$ cat src/rtl/utf8pp_pkg.sv
// ============================================================================
// utf8pp_pkg
// Shared types, constants and helpers for the UTF-8 punctuation peeling
// tokenizer.
// ============================================================================
package utf8pp_pkg;

    localparam int MAX_BYTES = 65536;
    localparam int CNT_W     = 16;
    localparam int CP_W      = 21;
    localparam int UNIT_N_W  = 3;
    localparam int EXP_W     = 3;
    localparam int COL_W     = 2;

    localparam logic [CNT_W-1:0] CAP =
        CNT_W'((MAX_BYTES > 65536) ? 65535 : MAX_BYTES - 1);

    localparam int QDEPTH = 2;
    localparam int QPTR_W = (QDEPTH > 1) ? $clog2(QDEPTH) : 1;
    localparam int QCNT_W = $clog2(QDEPTH + 1);

    localparam logic [7:0] BYTE_SPACE = 8'h20;
    localparam logic [7:0] BYTE_TAB   = 8'h09;
    localparam logic [7:0] BYTE_LF    = 8'h0A;
    localparam logic [7:0] BYTE_CR    = 8'h0D;

    localparam logic [7:0] MASK_1 = 8'h80;
    localparam logic [7:0] MASK_2 = 8'hE0;
    localparam logic [7:0] MASK_3 = 8'hF0;
    localparam logic [7:0] MASK_4 = 8'hF8;
    localparam logic [7:0] LEAD_2 = 8'hC0;
    localparam logic [7:0] LEAD_3 = 8'hE0;
    localparam logic [7:0] LEAD_4 = 8'hF0;

    localparam logic [EXP_W-1:0] SEQ_NONE = 3'd0;
    localparam logic [EXP_W-1:0] SEQ_TWO  = 3'd2;
    localparam logic [EXP_W-1:0] SEQ_THREE = 3'd3;
    localparam logic [EXP_W-1:0] SEQ_FOUR = 3'd4;

    typedef enum logic [1:0] {
        PH_BETWEEN,
        PH_LEAD,
        PH_BODY
    } phase_t;

    // One decoded unit (or a non-punctuation unit merged with the one after it).
    // trail set: add n to the trailing run; clear: run becomes tset.
    typedef struct packed {
        logic [UNIT_N_W-1:0] n;
        logic                lead;
        logic                trail;
        logic                tset;
    } unit_t;

    typedef struct packed {
        logic             start;
        logic [CNT_W-1:0] start_pos;
        unit_t            unit;
        logic             close;
        logic             last;
        logic             pos_ovf;
    } op_t;

    typedef struct packed {
        logic empty;
        logic full;
    } qstat_t;

    function automatic logic is_lead_cp(logic [CP_W-1:0] cp);
        return cp inside {21'h28, 21'h5B, 21'h7B, 21'h22, 21'h27, 21'h201C, 21'h2018};
    endfunction

    function automatic logic is_trail_cp(logic [CP_W-1:0] cp);
        return cp inside {21'h2E, 21'h2C, 21'h3B, 21'h3A, 21'h21, 21'h3F, 21'h29,
                          21'h5D, 21'h7D, 21'h22, 21'h27, 21'h201D, 21'h2019,
                          21'h2014, 21'h2026};
    endfunction

    // {overflow, saturated sum}
    function automatic logic [CNT_W:0] sat_add(logic [CNT_W-1:0] x,
                                               logic [UNIT_N_W-1:0] n);
        logic [CNT_W:0] s;
        s = {1'b0, x} + {{(CNT_W + 1 - UNIT_N_W){1'b0}}, n};
        if (s > {1'b0, CAP})
        begin
            return {1'b1, CAP};
        end
        return {1'b0, s[CNT_W-1:0]};
    endfunction

endpackage

$ cat src/rtl/utf8pp_in_if.sv
// ============================================================================
// utf8pp_in_if
// Byte stream channel: valid/ready handshake with one sentence byte per beat.
// ============================================================================
interface utf8pp_in_if;
    logic       valid;
    logic       ready;
    logic [7:0] data_byte;
    logic       last_byte;

    modport source (output valid, output data_byte, output last_byte, input ready);
    modport sink   (input valid, input data_byte, input last_byte, output ready);
endinterface

$ cat src/rtl/utf8pp_out_if.sv
// ============================================================================
// utf8pp_out_if
// Token result channel: valid/ready handshake with one chunk report per beat.
// ============================================================================
interface utf8pp_out_if;
    import utf8pp_pkg::*;

    logic             valid;
    logic             ready;
    logic [CNT_W-1:0] chunk_offset;
    logic [CNT_W-1:0] lead_len;
    logic [CNT_W-1:0] word_len;
    logic [CNT_W-1:0] trail_len;
    logic             has_word;
    logic             sentence_end;
    logic             overflow;

    modport source (output valid, output chunk_offset, output lead_len, output word_len,
                    output trail_len, output has_word, output sentence_end,
                    output overflow, input ready);
    modport sink   (input valid, input chunk_offset, input lead_len, input word_len,
                    input trail_len, input has_word, input sentence_end,
                    input overflow, output ready);
endinterface

$ cat src/rtl/utf8_punct_peeling_tokenizer_core.sv
// The block takes one sentence byte per beat and sustains one byte per
// clock cycle while the queue has room. Each accepted byte is decoded and
// classified into a two-entry queue; the back end consumes one entry per
// cycle into the output register unless a waiting result holds it. The
// closing byte's entry is registered in the queue, then its result in the
// output register. The output register sets the rate under back pressure:
// the queue fills and the byte channel stalls only while a result waits.
// ============================================================================
// utf8_punct_peeling_tokenizer_core
// UTF-8 whitespace chunker with leading/trailing punctuation peeling.
// ============================================================================
module utf8_punct_peeling_tokenizer_core (
    input  logic          clk,
    input  logic          rst_n,
    utf8pp_in_if.sink     data,
    utf8pp_out_if.source  token
);
    import utf8pp_pkg::*;

    logic   push;
    logic   pop;
    op_t    wr_op;
    op_t    rd_op;
    qstat_t q_stat;

    utf8pp_front u_front (
        .clk    (clk),
        .rst_n  (rst_n),
        .data   (data),
        .q_stat (q_stat),
        .push   (push),
        .op     (wr_op)
    );

    utf8pp_queue u_queue (
        .clk    (clk),
        .rst_n  (rst_n),
        .push   (push),
        .wr_op  (wr_op),
        .pop    (pop),
        .rd_op  (rd_op),
        .q_stat (q_stat)
    );

    utf8pp_back u_back (
        .clk    (clk),
        .rst_n  (rst_n),
        .op     (rd_op),
        .q_stat (q_stat),
        .pop    (pop),
        .token  (token)
    );

    a_queue_state: assert property (@(posedge clk) disable iff (!rst_n)
        !(q_stat.empty && q_stat.full))
        else $error("queue both empty and full");

    a_push_full: assert property (@(posedge clk) disable iff (!rst_n)
        push |-> !q_stat.full)
        else $error("push into full queue");

    a_no_word_zero: assert property (@(posedge clk) disable iff (!rst_n)
        (token.valid && !token.has_word) |->
            (token.chunk_offset == '0 && token.lead_len == '0 &&
             token.word_len == '0 && token.trail_len == '0 && token.sentence_end))
        else $error("wordless result not cleared");

    a_word_nonzero: assert property (@(posedge clk) disable iff (!rst_n)
        (token.valid && token.has_word) |-> token.word_len != '0)
        else $error("word result with empty word");

endmodule

$ cat src/rtl/utf8pp_front.sv
// ============================================================================
// utf8pp_front
// Accepts sentence bytes, splits on whitespace, decodes UTF-8 and classifies
// each byte's units into one queue entry.
// ============================================================================
module utf8pp_front (
    input  logic                 clk,
    input  logic                 rst_n,
    utf8pp_in_if.sink            data,
    input  utf8pp_pkg::qstat_t   q_stat,
    output logic                 push,
    output utf8pp_pkg::op_t      op
);
    import utf8pp_pkg::*;

    logic [EXP_W-1:0] exp_reg,  exp_next;
    logic [COL_W-1:0] col_reg,  col_next;
    logic [CP_W-1:0]  part_reg, part_next;
    logic [CNT_W-1:0] pos_reg,  pos_next;
    logic             open_reg, open_next;
    logic             ovf_reg,  ovf_next;

    logic             ws;
    logic [7:0]       b;
    logic [COL_W-1:0] col1;
    logic [CP_W-1:0]  cp;
    logic [CNT_W:0]   pos_sum;
    unit_t            ua;
    unit_t            ub;
    unit_t            uf;

    assign data.ready = !q_stat.full;
    assign push       = data.valid && !q_stat.full;
    assign b          = data.data_byte;
    assign ws         = b inside {BYTE_SPACE, BYTE_TAB, BYTE_LF, BYTE_CR};
    assign col1       = col_reg + 2'd1;
    assign cp         = {part_reg[CP_W-7:0], b[5:0]};
    assign pos_sum    = sat_add(pos_reg, UNIT_N_W'(1));

    always_comb
    begin
        exp_next  = exp_reg;
        col_next  = col_reg;
        part_next = part_reg;
        open_next = open_reg;
        ua        = '0;
        ub        = '0;
        uf        = '0;
        op        = '0;
        op.last    = data.last_byte;
        op.pos_ovf = ovf_reg;
        op.start_pos = pos_reg;

        if (ws)
        begin
            if (open_reg)
            begin
                op.close = 1'b1;
                if (exp_reg != SEQ_NONE)
                begin
                    ua.n = {1'b0, col_reg} + 3'd1;
                end
                exp_next  = SEQ_NONE;
                col_next  = '0;
                part_next = '0;
                open_next = 1'b0;
            end
        end
        else
        begin
            if (!open_reg)
            begin
                op.start  = 1'b1;
                open_next = 1'b1;
            end
            if (exp_reg != SEQ_NONE && b[7:6] == 2'b10)
            begin
                if (({1'b0, col1} + 3'd1) >= exp_reg)
                begin
                    ua.n      = exp_reg;
                    ua.lead   = is_lead_cp(cp);
                    ua.trail  = is_trail_cp(cp);
                    exp_next  = SEQ_NONE;
                    col_next  = '0;
                    part_next = '0;
                end
                else
                begin
                    col_next  = col1;
                    part_next = cp;
                end
            end
            else
            begin
                if (exp_reg != SEQ_NONE)
                begin
                    ua.n = {1'b0, col_reg} + 3'd1;
                end
                exp_next  = SEQ_NONE;
                col_next  = '0;
                part_next = '0;
                if ((b & MASK_1) == 8'h00)
                begin
                    ub.n     = 3'd1;
                    ub.lead  = is_lead_cp({13'd0, b});
                    ub.trail = is_trail_cp({13'd0, b});
                end
                else if ((b & MASK_2) == LEAD_2)
                begin
                    exp_next  = SEQ_TWO;
                    part_next = {16'd0, b[4:0]};
                end
                else if ((b & MASK_3) == LEAD_3)
                begin
                    exp_next  = SEQ_THREE;
                    part_next = {17'd0, b[3:0]};
                end
                else if ((b & MASK_4) == LEAD_4)
                begin
                    exp_next  = SEQ_FOUR;
                    part_next = {18'd0, b[2:0]};
                end
                else
                begin
                    ub.n = 3'd1;
                end
            end
        end

        if (data.last_byte)
        begin
            op.close = 1'b1;
            if (exp_next != SEQ_NONE)
            begin
                uf.n = {1'b0, col_next} + 3'd1;
                if (ua.n == '0)
                begin
                    ua = uf;
                end
                else
                begin
                    ub = uf;
                end
            end
            exp_next  = SEQ_NONE;
            col_next  = '0;
            part_next = '0;
            open_next = 1'b0;
        end

        // A broken sequence never counts as punctuation, so it folds into what follows.
        if (ub.n != '0)
        begin
            if (ua.n != '0)
            begin
                op.unit.n     = ua.n + ub.n;
                op.unit.lead  = 1'b0;
                op.unit.trail = 1'b0;
                op.unit.tset  = ub.trail;
            end
            else
            begin
                op.unit = ub;
            end
        end
        else
        begin
            op.unit = ua;
        end
    end

    always_comb
    begin
        if (data.last_byte)
        begin
            pos_next = '0;
            ovf_next = 1'b0;
        end
        else
        begin
            pos_next = pos_sum[CNT_W-1:0];
            ovf_next = ovf_reg | pos_sum[CNT_W];
        end
    end

    always_ff @(posedge clk or negedge rst_n)
    begin
        if (!rst_n)
        begin
            exp_reg  <= SEQ_NONE;
            col_reg  <= '0;
            part_reg <= '0;
            pos_reg  <= '0;
            open_reg <= 1'b0;
            ovf_reg  <= 1'b0;
        end
        else if (push)
        begin
            exp_reg  <= exp_next;
            col_reg  <= col_next;
            part_reg <= part_next;
            pos_reg  <= pos_next;
            open_reg <= open_next;
            ovf_reg  <= ovf_next;
        end
    end

endmodule

$ cat src/rtl/utf8pp_queue.sv
// ============================================================================
// utf8pp_queue
// Short FIFO of classified byte entries between front and back.
// ============================================================================
module utf8pp_queue (
    input  logic                 clk,
    input  logic                 rst_n,
    input  logic                 push,
    input  utf8pp_pkg::op_t      wr_op,
    input  logic                 pop,
    output utf8pp_pkg::op_t      rd_op,
    output utf8pp_pkg::qstat_t   q_stat
);
    import utf8pp_pkg::*;

    op_t               entry_reg [QDEPTH];
    logic [QPTR_W-1:0] wr_ptr_reg, wr_ptr_next;
    logic [QPTR_W-1:0] rd_ptr_reg, rd_ptr_next;
    logic [QCNT_W-1:0] cnt_reg,    cnt_next;

    assign rd_op        = entry_reg[rd_ptr_reg];
    assign q_stat.empty = (cnt_reg == '0);
    assign q_stat.full  = (cnt_reg == QCNT_W'(QDEPTH));

    always_comb
    begin
        wr_ptr_next = wr_ptr_reg;
        rd_ptr_next = rd_ptr_reg;
        if (push)
        begin
            wr_ptr_next = (wr_ptr_reg == QPTR_W'(QDEPTH - 1)) ? '0 : wr_ptr_reg + 1'b1;
        end
        if (pop)
        begin
            rd_ptr_next = (rd_ptr_reg == QPTR_W'(QDEPTH - 1)) ? '0 : rd_ptr_reg + 1'b1;
        end
        cnt_next = cnt_reg + QCNT_W'(push) - QCNT_W'(pop);
    end

    always_ff @(posedge clk or negedge rst_n)
    begin
        if (!rst_n)
        begin
            wr_ptr_reg <= '0;
            rd_ptr_reg <= '0;
            cnt_reg    <= '0;
        end
        else
        begin
            wr_ptr_reg <= wr_ptr_next;
            rd_ptr_reg <= rd_ptr_next;
            cnt_reg    <= cnt_next;
        end
    end

    always_ff @(posedge clk)
    begin
        if (push)
        begin
            entry_reg[wr_ptr_reg] <= wr_op;
        end
    end

endmodule

$ cat src/rtl/utf8pp_back.sv
// ============================================================================
// utf8pp_back
// Applies queued units to the chunk counters, peels punctuation runs and
// registers a result for each closed chunk with a word and at sentence end.
// ============================================================================
module utf8pp_back (
    input  logic                 clk,
    input  logic                 rst_n,
    input  utf8pp_pkg::op_t      op,
    input  utf8pp_pkg::qstat_t   q_stat,
    output logic                 pop,
    utf8pp_out_if.source         token
);
    import utf8pp_pkg::*;

    phase_t           phase_reg, phase_next;
    logic [CNT_W-1:0] start_reg, start_next;
    logic [CNT_W-1:0] lead_reg,  lead_next;
    logic [CNT_W-1:0] body_reg,  body_next;
    logic [CNT_W-1:0] trail_reg, trail_next;
    logic             sat_reg,   sat_next;

    logic             out_valid_reg, out_valid_next;
    logic [CNT_W-1:0] o_start_reg, o_start_next;
    logic [CNT_W-1:0] o_lead_reg,  o_lead_next;
    logic [CNT_W-1:0] o_word_reg,  o_word_next;
    logic [CNT_W-1:0] o_trail_reg, o_trail_next;
    logic             o_has_reg,   o_has_next;
    logic             o_end_reg,   o_end_next;
    logic             o_ovf_reg,   o_ovf_next;

    logic [CNT_W:0]   sa;
    logic [CNT_W:0]   sb;
    logic [CNT_W-1:0] word;
    logic             has;

    assign pop = !q_stat.empty && (!out_valid_reg || token.ready);

    assign token.valid        = out_valid_reg;
    assign token.chunk_offset = o_start_reg;
    assign token.lead_len     = o_lead_reg;
    assign token.word_len     = o_word_reg;
    assign token.trail_len    = o_trail_reg;
    assign token.has_word     = o_has_reg;
    assign token.sentence_end = o_end_reg;
    assign token.overflow     = o_ovf_reg;

    always_comb
    begin
        phase_next     = phase_reg;
        start_next     = start_reg;
        lead_next      = lead_reg;
        body_next      = body_reg;
        trail_next     = trail_reg;
        sat_next       = sat_reg;
        out_valid_next = out_valid_reg && !token.ready;
        o_start_next   = o_start_reg;
        o_lead_next    = o_lead_reg;
        o_word_next    = o_word_reg;
        o_trail_next   = o_trail_reg;
        o_has_next     = o_has_reg;
        o_end_next     = o_end_reg;
        o_ovf_next     = o_ovf_reg;
        sa             = '0;
        sb             = '0;
        word           = '0;
        has            = 1'b0;

        if (pop)
        begin
            if (op.start)
            begin
                phase_next = PH_LEAD;
                start_next = op.start_pos;
                lead_next  = '0;
                body_next  = '0;
                trail_next = '0;
            end

            if (op.unit.n != '0)
            begin
                if (phase_next == PH_LEAD && op.unit.lead)
                begin
                    sa        = sat_add(lead_next, op.unit.n);
                    lead_next = sa[CNT_W-1:0];
                    sat_next  = sat_next | sa[CNT_W];
                end
                else
                begin
                    if (phase_next == PH_LEAD)
                    begin
                        phase_next = PH_BODY;
                    end
                    sa        = sat_add(body_next, op.unit.n);
                    body_next = sa[CNT_W-1:0];
                    if (op.unit.trail)
                    begin
                        sb         = sat_add(trail_next, op.unit.n);
                        trail_next = sb[CNT_W-1:0];
                    end
                    else
                    begin
                        trail_next = {{(CNT_W - 1){1'b0}}, op.unit.tset};
                    end
                    sat_next = sat_next | sa[CNT_W] | (op.unit.trail & sb[CNT_W]);
                end
            end

            word = (body_next > trail_next) ? body_next - trail_next : '0;
            has  = (phase_next != PH_BETWEEN) && (word != '0);

            if (op.close && (has || op.last))
            begin
                out_valid_next = 1'b1;
                o_start_next   = has ? start_next : '0;
                o_lead_next    = has ? lead_next  : '0;
                o_word_next    = has ? word       : '0;
                o_trail_next   = has ? trail_next : '0;
                o_has_next     = has;
                o_end_next     = op.last;
                o_ovf_next     = sat_next | op.pos_ovf;
            end

            if (op.close)
            begin
                phase_next = PH_BETWEEN;
                lead_next  = '0;
                body_next  = '0;
                trail_next = '0;
            end
            if (op.last)
            begin
                sat_next   = 1'b0;
                start_next = '0;
            end
        end
    end

    always_ff @(posedge clk or negedge rst_n)
    begin
        if (!rst_n)
        begin
            phase_reg     <= PH_BETWEEN;
            start_reg     <= '0;
            lead_reg      <= '0;
            body_reg      <= '0;
            trail_reg     <= '0;
            sat_reg       <= 1'b0;
            out_valid_reg <= 1'b0;
        end
        else
        begin
            phase_reg     <= phase_next;
            start_reg     <= start_next;
            lead_reg      <= lead_next;
            body_reg      <= body_next;
            trail_reg     <= trail_next;
            sat_reg       <= sat_next;
            out_valid_reg <= out_valid_next;
        end
    end

    always_ff @(posedge clk)
    begin
        o_start_reg <= o_start_next;
        o_lead_reg  <= o_lead_next;
        o_word_reg  <= o_word_next;
        o_trail_reg <= o_trail_next;
        o_has_reg   <= o_has_next;
        o_end_reg   <= o_end_next;
        o_ovf_reg   <= o_ovf_next;
    end

endmodule
$ cat src/flat_wrapper.sv
// flat-port wrapper written by rule: the top's interface ports become plain ports
module utf8_punct_peeling_tokenizer_core_flat import utf8pp_pkg::*;
  (clk, rst_n, data_valid, data_data_byte, data_last_byte, data_ready, token_valid, token_chunk_offset, token_lead_len, token_word_len, token_trail_len, token_has_word, token_sentence_end, token_overflow, token_ready);
  utf8pp_in_if data_i ();
  utf8pp_out_if token_i ();
  input  logic clk;
  input  logic rst_n;
  input wire logic [$bits(data_i.valid)-1:0] data_valid;
  input wire logic [$bits(data_i.data_byte)-1:0] data_data_byte;
  input wire logic [$bits(data_i.last_byte)-1:0] data_last_byte;
  output wire logic [$bits(data_i.ready)-1:0] data_ready;
  output wire logic [$bits(token_i.valid)-1:0] token_valid;
  output wire logic [$bits(token_i.chunk_offset)-1:0] token_chunk_offset;
  output wire logic [$bits(token_i.lead_len)-1:0] token_lead_len;
  output wire logic [$bits(token_i.word_len)-1:0] token_word_len;
  output wire logic [$bits(token_i.trail_len)-1:0] token_trail_len;
  output wire logic [$bits(token_i.has_word)-1:0] token_has_word;
  output wire logic [$bits(token_i.sentence_end)-1:0] token_sentence_end;
  output wire logic [$bits(token_i.overflow)-1:0] token_overflow;
  input wire logic [$bits(token_i.ready)-1:0] token_ready;
  assign data_i.valid = data_valid;
  assign data_i.data_byte = data_data_byte;
  assign data_i.last_byte = data_last_byte;
  assign data_ready = data_i.ready;
  assign token_valid = token_i.valid;
  assign token_chunk_offset = token_i.chunk_offset;
  assign token_lead_len = token_i.lead_len;
  assign token_word_len = token_i.word_len;
  assign token_trail_len = token_i.trail_len;
  assign token_has_word = token_i.has_word;
  assign token_sentence_end = token_i.sentence_end;
  assign token_overflow = token_i.overflow;
  assign token_i.ready = token_ready;
  utf8_punct_peeling_tokenizer_core u_core (.clk(clk), .rst_n(rst_n), .data(data_i), .token(token_i));
endmodule
$ cat config.mk
export PLATFORM = sky130hd
export DESIGN_NAME = utf8_punct_peeling_tokenizer_core_flat
export DESIGN_NICKNAME = d
export VERILOG_FILES = /design/src/rtl/utf8pp_pkg.sv /design/src/rtl/utf8pp_in_if.sv /design/src/rtl/utf8pp_out_if.sv /design/src/rtl/utf8_punct_peeling_tokenizer_core.sv /design/src/rtl/utf8pp_front.sv /design/src/rtl/utf8pp_queue.sv /design/src/rtl/utf8pp_back.sv /design/src/flat_wrapper.sv
export SDC_FILE = /design/constraint.sdc
export NUM_CORES = 1
export LEC_CHECK = 0
export BUFFER_PORTS_ARGS = -buffer_cell sky130_fd_sc_hd__buf_2
export CAP_MARGIN = 20
export CORE_ASPECT_RATIO = 1.75
export CORE_MARGIN = 4
export CORE_UTILIZATION = 62
export DETAILED_ROUTE_END_ITERATION = 7
export HOLD_SLACK_MARGIN = 0.03
export PLACE_DENSITY_LB_ADDON = 0.3
export SLEW_MARGIN = 20
export SYNTH_ARGS = -nofsm -noshare
export SYNTH_HDL_FRONTEND = slang
export SYNTH_SLANG_ARGS = --single-unit
$ cat constraint.sdc
create_clock -name clk -period 27 [get_ports clk]
set_input_delay 1.35 -clock clk [delete_from_list [all_inputs] [get_ports clk]]
set_output_delay 1.35 -clock clk [all_outputs]
set_load 0.005 [all_outputs]
==> key figures <==
Timing
  – Period utilization: around 29%
  – Fmax: between 100 and 150 MHz
  – Worst Tran Pin Value: approximately 1.1 ns
  – Layout Skew: approximately 0.016 ns
  – Fin crit period: 7.799 ns
  – Max_slew headroom: between 20% and 30%
  – Final hold vios: 0
  – Count of final max-slew check failures: 0
  – Setup TNS: 0 ns
  – WHS: ~0.48 ns
  – Setup-failing EPs final: 0
  – Unrepaired setup endpoints after global routing: no

Setup path
  – CP max FO: 50
  – CP Data Required Time: 27.14 ns
  – Startpoint types: flip-flop
  – Reg2Reg Setup Slack: around 19 ns
  – Critical Path Sink: u_core.u_back.token.trail_len[4]
  – Worst flop-to-flop path endpoint: u_core.u_back.token.trail_len[4]
  – Slowest CP cell: dfrtp_2
  – Slowest stage delay, CP: 0.98 ns
  – CP arrival: 7.94 ns
  – RR Startpoint: u_core.u_queue.rd_ptr_reg
  – Crit path from: u_core.u_queue.rd_ptr_reg
  – CP Capture Type: flip-flop
  – Worst Path Class, Setup: reg2reg
  – Crit path top cell by count: nand2_1
  – Reg2reg path depth: 22
  – Critical Path, Cell by Cell: mux2i_4, buf_4, nand2_1, xnor2_1, ha_1, a31oi_1, o22ai_1, nand4_1, nand2_1, a22oi_1, inv_1, ha_1, fa_1, nor2b_1, o31a_1, o21ai_0, nand2_1, a221oi_1, nor3_1, o21ai_0, nor2_4, buf_4

Global routing
  – First-pass GRT wire length: about 54,000 um
  – Initial antenna violation count: 0
  – Vias in the first global route: 10,680
  – Largest net degree at the start of global routing: 70
  – Tot GR Track Use: roughly 29%
  – Grt ovf: 0

Floorplan
  – Die height: ~200 um
  – Die Wd: around 120 um
  – Starting Density: between 60% and 70%
  – Ports: 82
  – Core area: between 20,000 and 25,000 um2
  – Rows: 69
  – Die area: between 20,000 and 25,000 um2

Yosys
  – Net Count, Synth: between 1,000 and 1,500
  – Gate Count Post-Synth: around 1,300
  – Synth async-reset ratio: roughly half
  – Syn Area/Cell: approximately 9.7 um2
  – Synth area leaders: edfxtp_1, dfrtp_1, o21ai_0, nand2_1, nor2_1
  – Syn Std Cell Area: 12,870 um2
  – Top cells by count, synth: nand2_1, nor2_1, o21ai_0
  – Synth top area share: between 20% and 30%
  – Post-synth EDFFs: 119
  – Synth Flop Type: edfxtp_1
  – Count leader, synth: nand2_1
  – Seq cells post-synth: 229
  – Sequential area share after synthesis: roughly half
  – Largest area contributor in the netlist: edfxtp_1
  – Synth cell types: 81
  – Ys Warns: 0

Placement
  – Gp weighted congestion: just under 1
  – Port Buffers: 81
  – Placed Instance Area: between 10,000 and 15,000 um2
  – DP HPWL: around 24,000 um

Worst hold path
  – Worst hold stages: 2
  – Worst hold path type: reg2reg
  – HP Start: u_core.u_back.start_reg[1]

Power
  – Power Density: approximately 110 nW/um2
  – Worst VDD drop: around 0.093 mV
  – P_leak: approximately 5.7 nW

Detailed routing
  – Vias/cell: ~6.6
  – Detailed-route wire length per cell: about 20 um
  – Initial DRC count: around 860
  – # DRC: 0
  – First-pass iteration count of the detailed router: 5
  – Routed wire length: between 30,000 and 40,000 um
  – Vias: approximately 11,000
  – Antenna Nets Post-Route: 0

Layout
  – Final Net Count: approximately 1,400
  – Area grow syn2layout: 9.945%
  – Max reg flops: between 50 and 60
  – Design area: 14,150 um2
  – Ratio of cells with drive above 1 in the final layout: 11.57%
  – ANT cells: 0

Clocking
  – Clock sink total: ~230
  – Clock slew at reported path FFs: about 0.070 ns
  – Postcts setup bufs: 0
  – Clock buffer depth: 3
  – Number of buffers created by CTS: 22
  – Clock Latency Late Sink: 0.52 ns
  – H-Tree Depth: 1
  – CTS Hold Bufs: 0
  – CTS tree: built
  – Root Driver: clkbuf_16
  – Cts repair resizes: 0

Flow run
  – Total of max-cap violations: 0

Status
  – Status: finished, final reports clean
how the worst min path moves through the flow:
| stage | end |
|---|---|
| floorplan | u_core.u_queue.entry_reg[0][17] |
| finish | u_core.u_back.start_reg[1] |
| CTS | u_core.u_back.start_reg[1] |
| global route | u_core.u_back.start_reg[1] |
| detailed placement | u_core.u_back.start_reg[1] |
| global placement | u_core.u_back.start_reg[3] |
cell families after synthesis:
kind of cell	synth area share (%)
AO/OA/AOI/OAI	19.33
XOR/XNOR	2.858
adder cells (fa/ha/maj)	3.597
buffers and inverters	3.218
flip-flops	49.15
multiplexers	2.810
AND/OR/NAND/NOR	19.04
worst max-delay path: cells and delay by family, from the launching register on:
family / cells / cell delay [ns]
AO/OA/AOI/OAI: 7 / 1.70
buffers and inverters: 3 / 1.17
multiplexers: 1 / 0.34
AND/OR/NAND/NOR: 7 / 2.17
XOR/XNOR: 1 / 0.15
adder cells (fa/ha/maj): 3 / 0.87
flip-flops: 1 / 0.98
area by class of cell:
cell class	count	area (um2)
clock buffer	30	631.9
clock inverter	10	92.59
fill	1532	6225
inverter	32	120.1
multi-input combinational	999	6177
sequential	229	6327
tap	248	310.3
timing repair buffer	92	490.5
metrics by stage:
step / power (mW) / setup WS (ns) / utilization, % / instances
2_1_floorplan: 1.074 / 18.31 / - / 1331
3_3_place_gp: 1.287 / 19.45 / 65.86 / 1600
3_5_place_dp: 1.308 / 19.25 / 65.87 / 1600
4_1_cts: 1.619 / 19.20 / 69.43 / 1640
5_1_grt: 1.727 / 18.65 / 69.45 / 1640
6_report: 1.625 / 19.20 / 69.45 / 1640
where the power goes:
group / internal, mW / switching, mW / total [mW]
clock: 0.175 / 0.133 / 0.309
sequential: 0.515 / 0.0575 / 0.573
combinational: 0.243 / 0.500 / 0.743
total: 0.934 / 0.691 / 1.62
layer usage:
metal	vias up	track usage (%)	part of all wire, %
li1	5040	-	-
met1	5226	32.74	36
met2	479	51.28	53
met3	116	3.440	5.3
met4	0	16.33	5.9
met5	-	0	0
cells in the final DEF, fill, tap and decap left out, types with 7 or more instances in the layout:
| master | instances |
|---|---|
| a211o_1 | 7 |
| a211oi_1 | 25 |
| a21o_1 | 15 |
| a21oi_1 | 77 |
| a22o_1 | 21 |
| a31oi_1 | 18 |
| a41oi_1 | 7 |
| and2_1 | 18 |
| and3_1 | 24 |
| and4_1 | 7 |
| buf_2 | 80 |
| buf_4 | 12 |
| clkbuf_16 | 23 |
| dfrtp_1 | 109 |
| edfxtp_1 | 119 |
| ha_1 | 33 |
| inv_1 | 31 |
| mux2_2 | 7 |
| mux2i_1 | 25 |
| nand2_1 | 144 |
| nand2b_1 | 14 |
| nand3_1 | 46 |
| nand4_1 | 15 |
| nor2_1 | 127 |
| nor2b_1 | 10 |
| nor3_1 | 36 |
| nor3b_1 | 8 |
| nor4_1 | 11 |
| o211ai_1 | 7 |
| o21ai_0 | 122 |
| o22a_1 | 15 |
| o31ai_1 | 9 |
| or3_1 | 8 |
| xnor2_1 | 30 |
| xor2_1 | 12 |
(Power assumes the default switching activity.)
